### config.mk
export PLATFORM = sky130hd
export DESIGN_NAME = glyph_bitplane_packer_core_flat
export DESIGN_NICKNAME = d
export VERILOG_FILES = /design/src/hw/rtl/gbp_pkg.sv /design/src/hw/rtl/gbp_if.sv /design/src/hw/rtl/gbp_frame_ram.sv /design/src/hw/rtl/gbp_seq.sv /design/src/hw/rtl/glyph_bitplane_packer_core.sv /design/src/flat_wrapper.sv
export SDC_FILE = /design/constraint.sdc
export NUM_CORES = 2
export LEC_CHECK = 0
export BUFFER_PORTS_ARGS = -buffer_cell sky130_fd_sc_hd__buf_2
export CORE_MARGIN = 4
export CORE_UTILIZATION = 50
export DETAILED_ROUTE_END_ITERATION = 12
export GPL_ROUTABILITY_DRIVEN = 0
export PLACE_DENSITY_LB_ADDON = 0.25
export SLEW_MARGIN = 20
export SYNTH_ARGS = -nofsm -noshare
export SYNTH_HDL_FRONTEND = slang
export SYNTH_SLANG_ARGS = --single-unit
### constraint.sdc
create_clock -name clock -period 7.09 [get_ports clock]
set_input_delay 0.3545 -clock clock [delete_from_list [all_inputs] [get_ports clock]]
set_output_delay 0.3545 -clock clock [all_outputs]
set_load 0.005 [all_outputs]
### src/hw/rtl/gbp_pkg.sv
// Package for the glyph bitplane packer: frame geometry, command codes and
// the frame RAM request struct. No dependencies.
`default_nettype none

package gbp_pkg;

   localparam int ROWS          = 7;
   localparam int BYTES_PER_ROW = 35;
   localparam int FRAME_SIZE    = ROWS * BYTES_PER_ROW;
   localparam int ADDR_W        = (FRAME_SIZE > 1) ? $clog2(FRAME_SIZE) : 1;
   localparam int ROW_W         = (ROWS > 1) ? $clog2(ROWS) : 1;

   localparam int CURSOR_W      = 9;
   localparam int LIMIT_W       = 9;
   localparam logic [LIMIT_W-1:0] LIMIT_RESET = 9'd270;

   localparam logic [1:0] CMD_CLEAR = 2'd0;
   localparam logic [1:0] CMD_PLACE = 2'd1;
   localparam logic [1:0] CMD_READ  = 2'd2;

   typedef struct packed {
      logic              clear;
      logic              rd_en;
      logic [ADDR_W-1:0] rd_addr;
      logic              wr_en;
      logic [ADDR_W-1:0] wr_addr;
      logic [7:0]        wr_data;
   } gbp_ram_req_type;

endpackage

`default_nettype wire

### src/hw/rtl/gbp_if.sv
// Valid/ready channel interfaces for the packer's command and result streams.
// Depends on nothing; widths are fixed by the field definitions.
`default_nettype none

interface gbp_req_if;
   logic        valid;
   logic        ready;
   logic [1:0]  command;
   logic [55:0] glyph_rows;
   logic [3:0]  glyph_width;
   logic [2:0]  read_row;
   logic [5:0]  read_byte;

   modport source (output valid, command, glyph_rows, glyph_width, read_row, read_byte,
                   input ready);
   modport sink   (input valid, command, glyph_rows, glyph_width, read_row, read_byte,
                   output ready);
endinterface

interface gbp_rsp_if;
   logic       valid;
   logic       ready;
   logic [7:0] read_data;
   logic [8:0] cursor_position;
   logic       glyph_dropped;

   modport source (output valid, read_data, cursor_position, glyph_dropped, input ready);
   modport sink   (input valid, read_data, cursor_position, glyph_dropped, output ready);
endinterface

`default_nettype wire

### src/hw/rtl/gbp_frame_ram.sv
// Frame store: one byte-wide synchronous RAM with a registered read and
// per-byte valid bits so a clear resets every byte together. Depends on gbp_pkg.
`default_nettype none

module gbp_frame_ram (
   input  wire logic                     clock,
   input  wire logic                     reset,
   input  wire gbp_pkg::gbp_ram_req_type ram_req,
   output logic [7:0]                    rd_data
);

   logic [7:0]                      mem [gbp_pkg::FRAME_SIZE];
   logic [gbp_pkg::FRAME_SIZE-1:0]  valid_ff;
   logic [7:0]                      rd_data_ff;
   logic                            rd_valid_ff;

   always_ff @(posedge clock) begin
      if (ram_req.wr_en) begin
         mem[ram_req.wr_addr] <= ram_req.wr_data;
      end
      if (ram_req.rd_en) begin
         rd_data_ff <= mem[ram_req.rd_addr];
      end
   end

   always_ff @(posedge clock) begin
      if (reset) begin
         valid_ff    <= '0;
         rd_valid_ff <= 1'b0;
      end else begin
         if (ram_req.clear) begin
            valid_ff <= '0;
         end else if (ram_req.wr_en) begin
            valid_ff[ram_req.wr_addr] <= 1'b1;
         end
         if (ram_req.rd_en) begin
            rd_valid_ff <= valid_ff[ram_req.rd_addr];
         end
      end
   end

   // never-written bytes read as zero
   assign rd_data = rd_valid_ff ? rd_data_ff : 8'h00;

endmodule

`default_nettype wire

### src/hw/rtl/gbp_seq.sv
// Command sequencer: decodes commands, runs the read-modify-write sweep over
// the frame RAM for a glyph, keeps the cursor and the result register.
// Depends on gbp_pkg and gbp_if.
`default_nettype none

module gbp_seq (
   input  wire logic                          clock,
   input  wire logic                          reset,
   gbp_req_if.sink                            req_chan,
   gbp_rsp_if.source                          rsp_chan,
   input  wire logic [gbp_pkg::LIMIT_W-1:0]   screen_limit,
   output gbp_pkg::gbp_ram_req_type           ram_req,
   input  wire logic [7:0]                    ram_rd_data
);

   typedef enum logic [1:0] {
      ST_IDLE,
      ST_RD_WAIT,
      ST_PLACE,
      ST_FINISH
   } state_type;

   state_type                        state_ff, state_in;
   logic [gbp_pkg::CURSOR_W-1:0]     cursor_ff, cursor_in;
   logic [55:0]                      rows_ff, rows_in;
   logic [3:0]                       width_ff, width_in;
   logic [5:0]                       idx_ff, idx_in;
   logic [2:0]                       off_ff, off_in;
   logic [gbp_pkg::ROW_W-1:0]        row_ff, row_in;
   logic                             half_ff, half_in;
   logic [gbp_pkg::ADDR_W-1:0]       base_ff, base_in;
   logic                             in_range_ff, in_range_in;
   logic [7:0]                       res_data_ff, res_data_in;
   logic                             res_drop_ff, res_drop_in;

   logic                             pend_en_ff, pend_en_in;
   logic [gbp_pkg::ADDR_W-1:0]       pend_addr_ff, pend_addr_in;
   logic [7:0]                       pend_bits_ff, pend_bits_in;

   logic                             rsp_valid_ff, rsp_valid_in;
   logic [7:0]                       rsp_data_ff, rsp_data_in;
   logic [gbp_pkg::CURSOR_W-1:0]     rsp_cursor_ff, rsp_cursor_in;
   logic                             rsp_drop_ff, rsp_drop_in;

   logic                             accept;
   logic                             rsp_free;
   logic [7:0]                       row_byte;
   logic [15:0]                      wide;
   logic [6:0]                       tgt_idx;
   logic                             tgt_ok;
   logic [gbp_pkg::CURSOR_W:0]       cursor_sum;
   logic                             rd_ok;

   assign req_chan.ready = (state_ff == ST_IDLE);
   assign accept         = req_chan.valid && req_chan.ready;
   assign rsp_free       = !rsp_valid_ff || rsp_chan.ready;

   assign row_byte   = 8'(rows_ff >> {row_ff, 3'b000});
   assign wide       = {8'h00, row_byte} << off_ff;
   assign tgt_idx    = 7'(idx_ff) + 7'(half_ff);
   assign tgt_ok     = (int'(tgt_idx) < gbp_pkg::BYTES_PER_ROW);
   assign cursor_sum = {1'b0, cursor_ff} + (gbp_pkg::CURSOR_W + 1)'(width_ff);
   assign rd_ok      = (int'(req_chan.read_row) < gbp_pkg::ROWS) &&
                       (int'(req_chan.read_byte) < gbp_pkg::BYTES_PER_ROW);

   always_comb begin
      state_in      = state_ff;
      cursor_in     = cursor_ff;
      rows_in       = rows_ff;
      width_in      = width_ff;
      idx_in        = idx_ff;
      off_in        = off_ff;
      row_in        = row_ff;
      half_in       = half_ff;
      base_in       = base_ff;
      in_range_in   = in_range_ff;
      res_data_in   = res_data_ff;
      res_drop_in   = res_drop_ff;
      pend_en_in    = 1'b0;
      pend_addr_in  = pend_addr_ff;
      pend_bits_in  = pend_bits_ff;
      rsp_valid_in  = rsp_valid_ff && !rsp_chan.ready;
      rsp_data_in   = rsp_data_ff;
      rsp_cursor_in = rsp_cursor_ff;
      rsp_drop_in   = rsp_drop_ff;

      ram_req.clear   = 1'b0;
      ram_req.rd_en   = 1'b0;
      ram_req.rd_addr = '0;
      ram_req.wr_en   = pend_en_ff;
      ram_req.wr_addr = pend_addr_ff;
      ram_req.wr_data = ram_rd_data | pend_bits_ff;

      unique case (state_ff)
         ST_IDLE: begin
            if (accept) begin
               rows_in     = req_chan.glyph_rows;
               width_in    = req_chan.glyph_width;
               res_data_in = 8'h00;
               res_drop_in = 1'b0;
               state_in    = ST_FINISH;
               unique case (req_chan.command)
                  gbp_pkg::CMD_CLEAR: begin
                     ram_req.clear = 1'b1;
                     cursor_in     = '0;
                  end
                  gbp_pkg::CMD_PLACE: begin
                     if (cursor_ff > screen_limit) begin
                        res_drop_in = 1'b1;
                     end else begin
                        idx_in   = cursor_ff[8:3];
                        off_in   = cursor_ff[2:0];
                        row_in   = '0;
                        half_in  = 1'b0;
                        base_in  = '0;
                        state_in = ST_PLACE;
                     end
                  end
                  gbp_pkg::CMD_READ: begin
                     in_range_in     = rd_ok;
                     ram_req.rd_en   = rd_ok;
                     ram_req.rd_addr = gbp_pkg::ADDR_W'(
                        int'(req_chan.read_row) * gbp_pkg::BYTES_PER_ROW +
                        int'(req_chan.read_byte));
                     state_in        = ST_RD_WAIT;
                  end
                  default: begin
                  end
               endcase
            end
         end
         ST_RD_WAIT: begin
            res_data_in = in_range_ff ? ram_rd_data : 8'h00;
            state_in    = ST_FINISH;
         end
         ST_PLACE: begin
            ram_req.rd_en   = tgt_ok;
            ram_req.rd_addr = gbp_pkg::ADDR_W'(int'(base_ff) + int'(tgt_idx));
            pend_en_in      = tgt_ok;
            pend_addr_in    = ram_req.rd_addr;
            pend_bits_in    = half_ff ? wide[15:8] : wide[7:0];
            half_in         = !half_ff;
            if (half_ff) begin
               row_in  = row_ff + 1'b1;
               base_in = gbp_pkg::ADDR_W'(int'(base_ff) + gbp_pkg::BYTES_PER_ROW);
               if (row_ff == gbp_pkg::ROW_W'(gbp_pkg::ROWS - 1)) begin
                  cursor_in = cursor_sum[gbp_pkg::CURSOR_W] ? '1 :
                              cursor_sum[gbp_pkg::CURSOR_W-1:0];
                  state_in  = ST_FINISH;
               end
            end
         end
         ST_FINISH: begin
            if (rsp_free) begin
               rsp_valid_in  = 1'b1;
               rsp_data_in   = res_data_ff;
               rsp_cursor_in = cursor_ff;
               rsp_drop_in   = res_drop_ff;
               state_in      = ST_IDLE;
            end
         end
         default: begin
            state_in = ST_IDLE;
         end
      endcase
   end

   always_ff @(posedge clock) begin
      if (reset) begin
         state_ff     <= ST_IDLE;
         cursor_ff    <= '0;
         pend_en_ff   <= 1'b0;
         rsp_valid_ff <= 1'b0;
      end else begin
         state_ff     <= state_in;
         cursor_ff    <= cursor_in;
         pend_en_ff   <= pend_en_in;
         rsp_valid_ff <= rsp_valid_in;
      end
      rows_ff       <= rows_in;
      width_ff      <= width_in;
      idx_ff        <= idx_in;
      off_ff        <= off_in;
      row_ff        <= row_in;
      half_ff       <= half_in;
      base_ff       <= base_in;
      in_range_ff   <= in_range_in;
      res_data_ff   <= res_data_in;
      res_drop_ff   <= res_drop_in;
      pend_addr_ff  <= pend_addr_in;
      pend_bits_ff  <= pend_bits_in;
      rsp_data_ff   <= rsp_data_in;
      rsp_cursor_ff <= rsp_cursor_in;
      rsp_drop_ff   <= rsp_drop_in;
   end

   assign rsp_chan.valid           = rsp_valid_ff;
   assign rsp_chan.read_data       = rsp_data_ff;
   assign rsp_chan.cursor_position = rsp_cursor_ff;
   assign rsp_chan.glyph_dropped   = rsp_drop_ff;

   a_no_rw_same_addr: assert property (@(posedge clock) disable iff (reset)
      ram_req.wr_en && ram_req.rd_en |-> ram_req.wr_addr != ram_req.rd_addr)
      else $error("frame RAM read and write hit the same byte");

   a_wr_in_frame: assert property (@(posedge clock) disable iff (reset)
      ram_req.wr_en |-> int'(ram_req.wr_addr) < gbp_pkg::FRAME_SIZE)
      else $error("frame RAM write outside the frame");

   a_no_write_when_idle: assert property (@(posedge clock) disable iff (reset)
      state_ff == ST_IDLE |-> !ram_req.wr_en)
      else $error("glyph write still pending when a new command can start");

   a_drop_keeps_cursor: assert property (@(posedge clock) disable iff (reset)
      state_ff == ST_FINISH && rsp_free && res_drop_ff |-> rsp_cursor_in == cursor_ff &&
      !rsp_drop_ff || rsp_drop_in)
      else $error("dropped glyph result lost its flag");

   a_accept_leaves_idle: assert property (@(posedge clock) disable iff (reset)
      accept |=> state_ff != ST_IDLE)
      else $error("command transfer did not start a sequence");

endmodule

`default_nettype wire

### src/hw/rtl/glyph_bitplane_packer_core.sv
// Glyph bitplane packer top level: screen limit register, command sequencer
// and frame RAM. Depends on gbp_pkg, gbp_if, gbp_seq and gbp_frame_ram.
// Place: a read-modify-write sweep over two bytes per row, at most one RAM
// read and one write per cycle. Read: a registered RAM read, then the result.
// Clear, dropped glyph and unused command go straight to the result. One command
// in flight; the next is taken as soon as the result sits in the output register.
// Reset (synchronous): frame reads as zero, cursor 0, screen limit 270.
`default_nettype none

module glyph_bitplane_packer_core (
   input  wire logic                         clock,
   input  wire logic                         reset,
   gbp_req_if.sink                           req_chan,
   gbp_rsp_if.source                         rsp_chan,
   input  wire logic                         csr_wr_en,
   input  wire logic [gbp_pkg::LIMIT_W-1:0]  csr_wr_data
);

   logic [gbp_pkg::LIMIT_W-1:0] screen_limit_ff, screen_limit_in;
   gbp_pkg::gbp_ram_req_type    ram_req;
   logic [7:0]                  ram_rd_data;

   assign screen_limit_in = csr_wr_en ? csr_wr_data : screen_limit_ff;

   always_ff @(posedge clock) begin
      if (reset) begin
         screen_limit_ff <= gbp_pkg::LIMIT_RESET;
      end else begin
         screen_limit_ff <= screen_limit_in;
      end
   end

   gbp_seq u_seq (
      .clock        (clock),
      .reset        (reset),
      .req_chan     (req_chan),
      .rsp_chan     (rsp_chan),
      .screen_limit (screen_limit_ff),
      .ram_req      (ram_req),
      .ram_rd_data  (ram_rd_data)
   );

   gbp_frame_ram u_frame_ram (
      .clock   (clock),
      .reset   (reset),
      .ram_req (ram_req),
      .rd_data (ram_rd_data)
   );

endmodule

`default_nettype wire
### src/flat_wrapper.sv
// flat-port wrapper written by rule: the top's interface ports become plain ports
module glyph_bitplane_packer_core_flat 
  (clock, reset, csr_wr_en, csr_wr_data, req_chan_valid, req_chan_command, req_chan_glyph_rows, req_chan_glyph_width, req_chan_read_row, req_chan_read_byte, req_chan_ready, rsp_chan_valid, rsp_chan_read_data, rsp_chan_cursor_position, rsp_chan_glyph_dropped, rsp_chan_ready);
  gbp_req_if req_chan_i ();
  gbp_rsp_if rsp_chan_i ();
  input  wire logic clock;
  input  wire logic reset;
  input  wire logic csr_wr_en;
  input  wire logic [gbp_pkg::LIMIT_W-1:0] csr_wr_data;
  input wire logic [$bits(req_chan_i.valid)-1:0] req_chan_valid;
  input wire logic [$bits(req_chan_i.command)-1:0] req_chan_command;
  input wire logic [$bits(req_chan_i.glyph_rows)-1:0] req_chan_glyph_rows;
  input wire logic [$bits(req_chan_i.glyph_width)-1:0] req_chan_glyph_width;
  input wire logic [$bits(req_chan_i.read_row)-1:0] req_chan_read_row;
  input wire logic [$bits(req_chan_i.read_byte)-1:0] req_chan_read_byte;
  output wire logic [$bits(req_chan_i.ready)-1:0] req_chan_ready;
  output wire logic [$bits(rsp_chan_i.valid)-1:0] rsp_chan_valid;
  output wire logic [$bits(rsp_chan_i.read_data)-1:0] rsp_chan_read_data;
  output wire logic [$bits(rsp_chan_i.cursor_position)-1:0] rsp_chan_cursor_position;
  output wire logic [$bits(rsp_chan_i.glyph_dropped)-1:0] rsp_chan_glyph_dropped;
  input wire logic [$bits(rsp_chan_i.ready)-1:0] rsp_chan_ready;
  assign req_chan_i.valid = req_chan_valid;
  assign req_chan_i.command = req_chan_command;
  assign req_chan_i.glyph_rows = req_chan_glyph_rows;
  assign req_chan_i.glyph_width = req_chan_glyph_width;
  assign req_chan_i.read_row = req_chan_read_row;
  assign req_chan_i.read_byte = req_chan_read_byte;
  assign req_chan_ready = req_chan_i.ready;
  assign rsp_chan_valid = rsp_chan_i.valid;
  assign rsp_chan_read_data = rsp_chan_i.read_data;
  assign rsp_chan_cursor_position = rsp_chan_i.cursor_position;
  assign rsp_chan_glyph_dropped = rsp_chan_i.glyph_dropped;
  assign rsp_chan_i.ready = rsp_chan_ready;
  glyph_bitplane_packer_core u_core (.clock(clock), .reset(reset), .req_chan(req_chan_i), .rsp_chan(rsp_chan_i), .csr_wr_en(csr_wr_en), .csr_wr_data(csr_wr_data));
endmodule
==> run metrics <==
worst r2r dst=u_core.u_frame_ram.rd_data_ff[2]; status=completed; total gr overflow=0; count of cell types in the netlist=87; endpoint class of the critical path=register; commonest non-fill, non-tap cell in the layout=edfxtp_1; Initial Utilization=around 50%; final wirelength=298,000 µm; period utilization=92.2%; final number of hold-violating endpoints=0; DR WL/cell=28.7 µm; most common flop cell mapped by yosys=edfxtp_1; H-tree lvl count=4; Core ar.=around 0.19 mm²; Yosys Warn Count=0; Via density=about 6.4; Worst R2R Start=u_core.u_seq.half_ff; area leader, netlist=edfxtp_1; CTS tree=done; Slew Viols, Final=0; cts repair resizes=0; dpl hpwl=approximately 170,000 µm; die height=about 450 µm; Clock Skew=around 54 ps; WP depth=13; Reg2Reg Depth=13; Worst EP arrival=7180 ps; RSZ-0062 raised after global routing=no; port bufs=roughly 100; layout cells sized above 1=9.61%; starting DRC count in detailed routing=~11k; num rows=160; fillcell total=around 15k; Synth area leaders=edfxtp_1 66%, nand2_1 6.3%, dfxtp_1 5.6%; Pwr Density=between 300 and 400 mW/mm²; max incr delay on CP=around 1000 ps; Synth top area share=approximately two thirds; crit path time final=between 6000 and 7000 ps; CP endpoint=u_core.u_frame_ram.rd_data_ff[2]; worst reg-to-reg setup slack=around 550 ps; CTS Sinks=2,361; total chip power=about 40 mW; overall routing resource usage=29.3%; Post-synth EDFFs=about 2.1k; Area Overhead vs Synth=12.5%; Slew HR=between 10% and 20%; Setup crit start kind=register; register area=between 0.06 and 0.07 mm²; Max Fanout on Critical Path=16; Post-synth ARST share=0%; Worst Path Buf+Inv=1; Avg Cell Area, Syn=about 13 µm²; largest net degree at the start of global routing=between 200 and 250; Hold Crit Class=input port to register; critical-path cell list=ha_1 -> ha_1 -> inv_1 -> fa_1 -> nand2b_1 -> nand2_4 -> nor2_4 -> a32oi_1 -> and3_1 -> o311ai_1 -> a211oi_1 -> or4_1 -> or4_1; DIE WIDTH=between 400 and 500 µm; max cap viols=0; crit-path leading delay family=simple AND/OR/NAND/NOR gates; Seq/Total Area, Yosys=between 70 and 80%; Post-Synthesis Cells=7,556; Mapped Nets=just under 8k; Net count, final=around 7.8k; Max Freq=between 0.15 and 0.2 GHz; Seq cells post-synth=about 2.4k; Worst Tran Pin Value=1310 ps; Finished Cell Area=roughly 0.11 mm²; Sum Neg Setup Slack=0 ps; Antenna Nets Post-Route=0; crit path from=u_core.u_seq.half_ff; DRT Pass-1 Iters=8; most frequent cells in the layout=2,093 x edfxtp_1, 1,586 x nand2_1, 718 x nor2_1, 487 x nand3_1, 342 x a21oi_1; leakage power=35.4 nW; Max Root-Sink Buffers=3; Multi-input gate area=about 0.025 mm²; CP max stage cell=o311ai_1; first-pass GRT wire length=428,000 µm; I/O pins=105; Placement Cell Area=around 0.099 mm²; Vias=between 60k and 70k; vias in the first global route=between 60k and 70k; CP Class=register to register; Setup-failing EPs final=0; Skew-Pair Late Insertion Delay=approximately 890 ps; drc violations=0; CTS buffer count=232; worst vdd ir=~310 µV; Mapped Area=around 0.095 mm²; Root Driver=clkbuf_16; CP required=between 7000 and 8000 ps; initial antenna violation count=20; Post-Route Utilization=~57%; die area=0.198 mm²; clk slew on worst S/H paths=about 70 ps
## metal layers
metal / track usage [%] / routed length (µm) / vias up
li1: - / - / 28104
met1: 40.8 / 114000 / 32735
met2: 43.6 / 133000 / 4429
met3: 7.50 / 37000 / 770
met4: 13.2 / 14500 / 13
met5: 0 / 98 / -
## synthesized netlist by cell type, types with 31 or more instances
library cell	count
dfxtp_1	268
mux2i_1	177
a221oi_1	80
and3_1	142
clkbuf_1	192
a31oi_1	129
o21ai_0	77
nor2_1	741
nand2_1	1590
inv_1	41
buf_4	40
a21oi_1	342
nand4_1	79
buf_2	225
a211oi_1	130
edfxtp_1	2093
ha_1	45
a32oi_1	108
nand3_1	487
a311oi_1	71
a22oi_1	50
nor3_1	31
buf_1	66
## registers in the layout, summed over array words and instances, names as in the netlist, 9 cells and up
register,cells
u_core.u_frame_ram.mem,1960
u_core.u_frame_ram.valid_ff,245
u_core.u_seq.rows_ff,56
u_core.screen_limit_ff,9
u_core.u_seq.cursor_ff,9
u_core.u_seq.rsp_chan.cursor_position,9
## worst reg2reg max path: stages (launching register included)
cell	delay (ps)
edfxtp_1	640
ha_1	420
ha_1	210
inv_1	90
fa_1	550
nand2b_1	430
nand2_4	310
nor2_4	730
a32oi_1	200
and3_1	230
o311ai_1	990
a211oi_1	390
or4_1	610
or4_1	510
## report_power, final
| group | internal [mW] | switching (mW) |
|---|---|---|
| Combinational | 2.82 | 8.71 |
| Clock | 7.16 | 5.41 |
| Sequential | 16.4 | 0.163 |
| Total | 26.4 | 14.3 |
## worst min-delay path by stage
| stage | start | to | slack, ps | depth (start not counted) |
|---|---|---|---|---|
| floorplan | u_core.u_seq.res_drop_ff | u_core.u_seq.rsp_chan.glyph_dropped | 400 | 0 |
| finish | req_chan_command[0] | u_core.u_seq.res_drop_ff | 40 | 3 |
| global route | req_chan_command[0] | u_core.u_seq.res_drop_ff | 60 | 3 |
| CTS | req_chan_command[0] | u_core.u_seq.res_drop_ff | 3 | 3 |
| detailed placement | u_core.u_seq.res_data_ff[7] | u_core.u_seq.rsp_chan.read_data[7] | 400 | 0 |
| global placement | u_core.u_seq.res_data_ff[4] | u_core.u_seq.rsp_chan.read_data[4] | 400 | 0 |
## kinds of logic (layout without fill, tap and decap cells)
family / Yosys count / in the layout / share of synthesized area (%)
buffers and inverters: 574 / 850 / 2.79
XOR/XNOR: 20 / 20 / 0.191
other: 0 / 16 / 0
adder cells (fa/ha/maj): 49 / 49 / 0.674
multiplexers: 195 / 195 / 2.20
flip-flops: 2361 / 2361 / 71.4
AND/OR/NAND/NOR: 3187 / 3187 / 14.2
AO/OA/AOI/OAI: 1170 / 1170 / 8.52
## area by class of cell
class / instances / share of cell area (%)
Sequential cell: 2361 / 63.5
Clock inverter: 100 / 1.03
Inverter: 41 / 0.143
Clock buffer: 345 / 6.28
Multi-Input combinational cell: 4621 / 23.1
Timing Repair Buffer: 364 / 2.96
Antenna cell: 16 / 0.0373
Tap cell: 2511 / 2.92
## stage by stage
stage                     hold slack, ps  setup WS [ps]  std cells
after global placement               401           1100       9802
after global routing                59.6            700      10345
after detailed placement             405            947       9804
final                               40.4            554      10359
after CTS                           3.09            909      10342
after floorplan                      400           2490       7556
## timing repair
item,4_1_cts,5_1_grt
setup endpoints to repair,0,0
hold buffers,93,0
buffers inserted,0,0
hold endpoints to repair,83,0
Power figures use the tool's default switching activity.
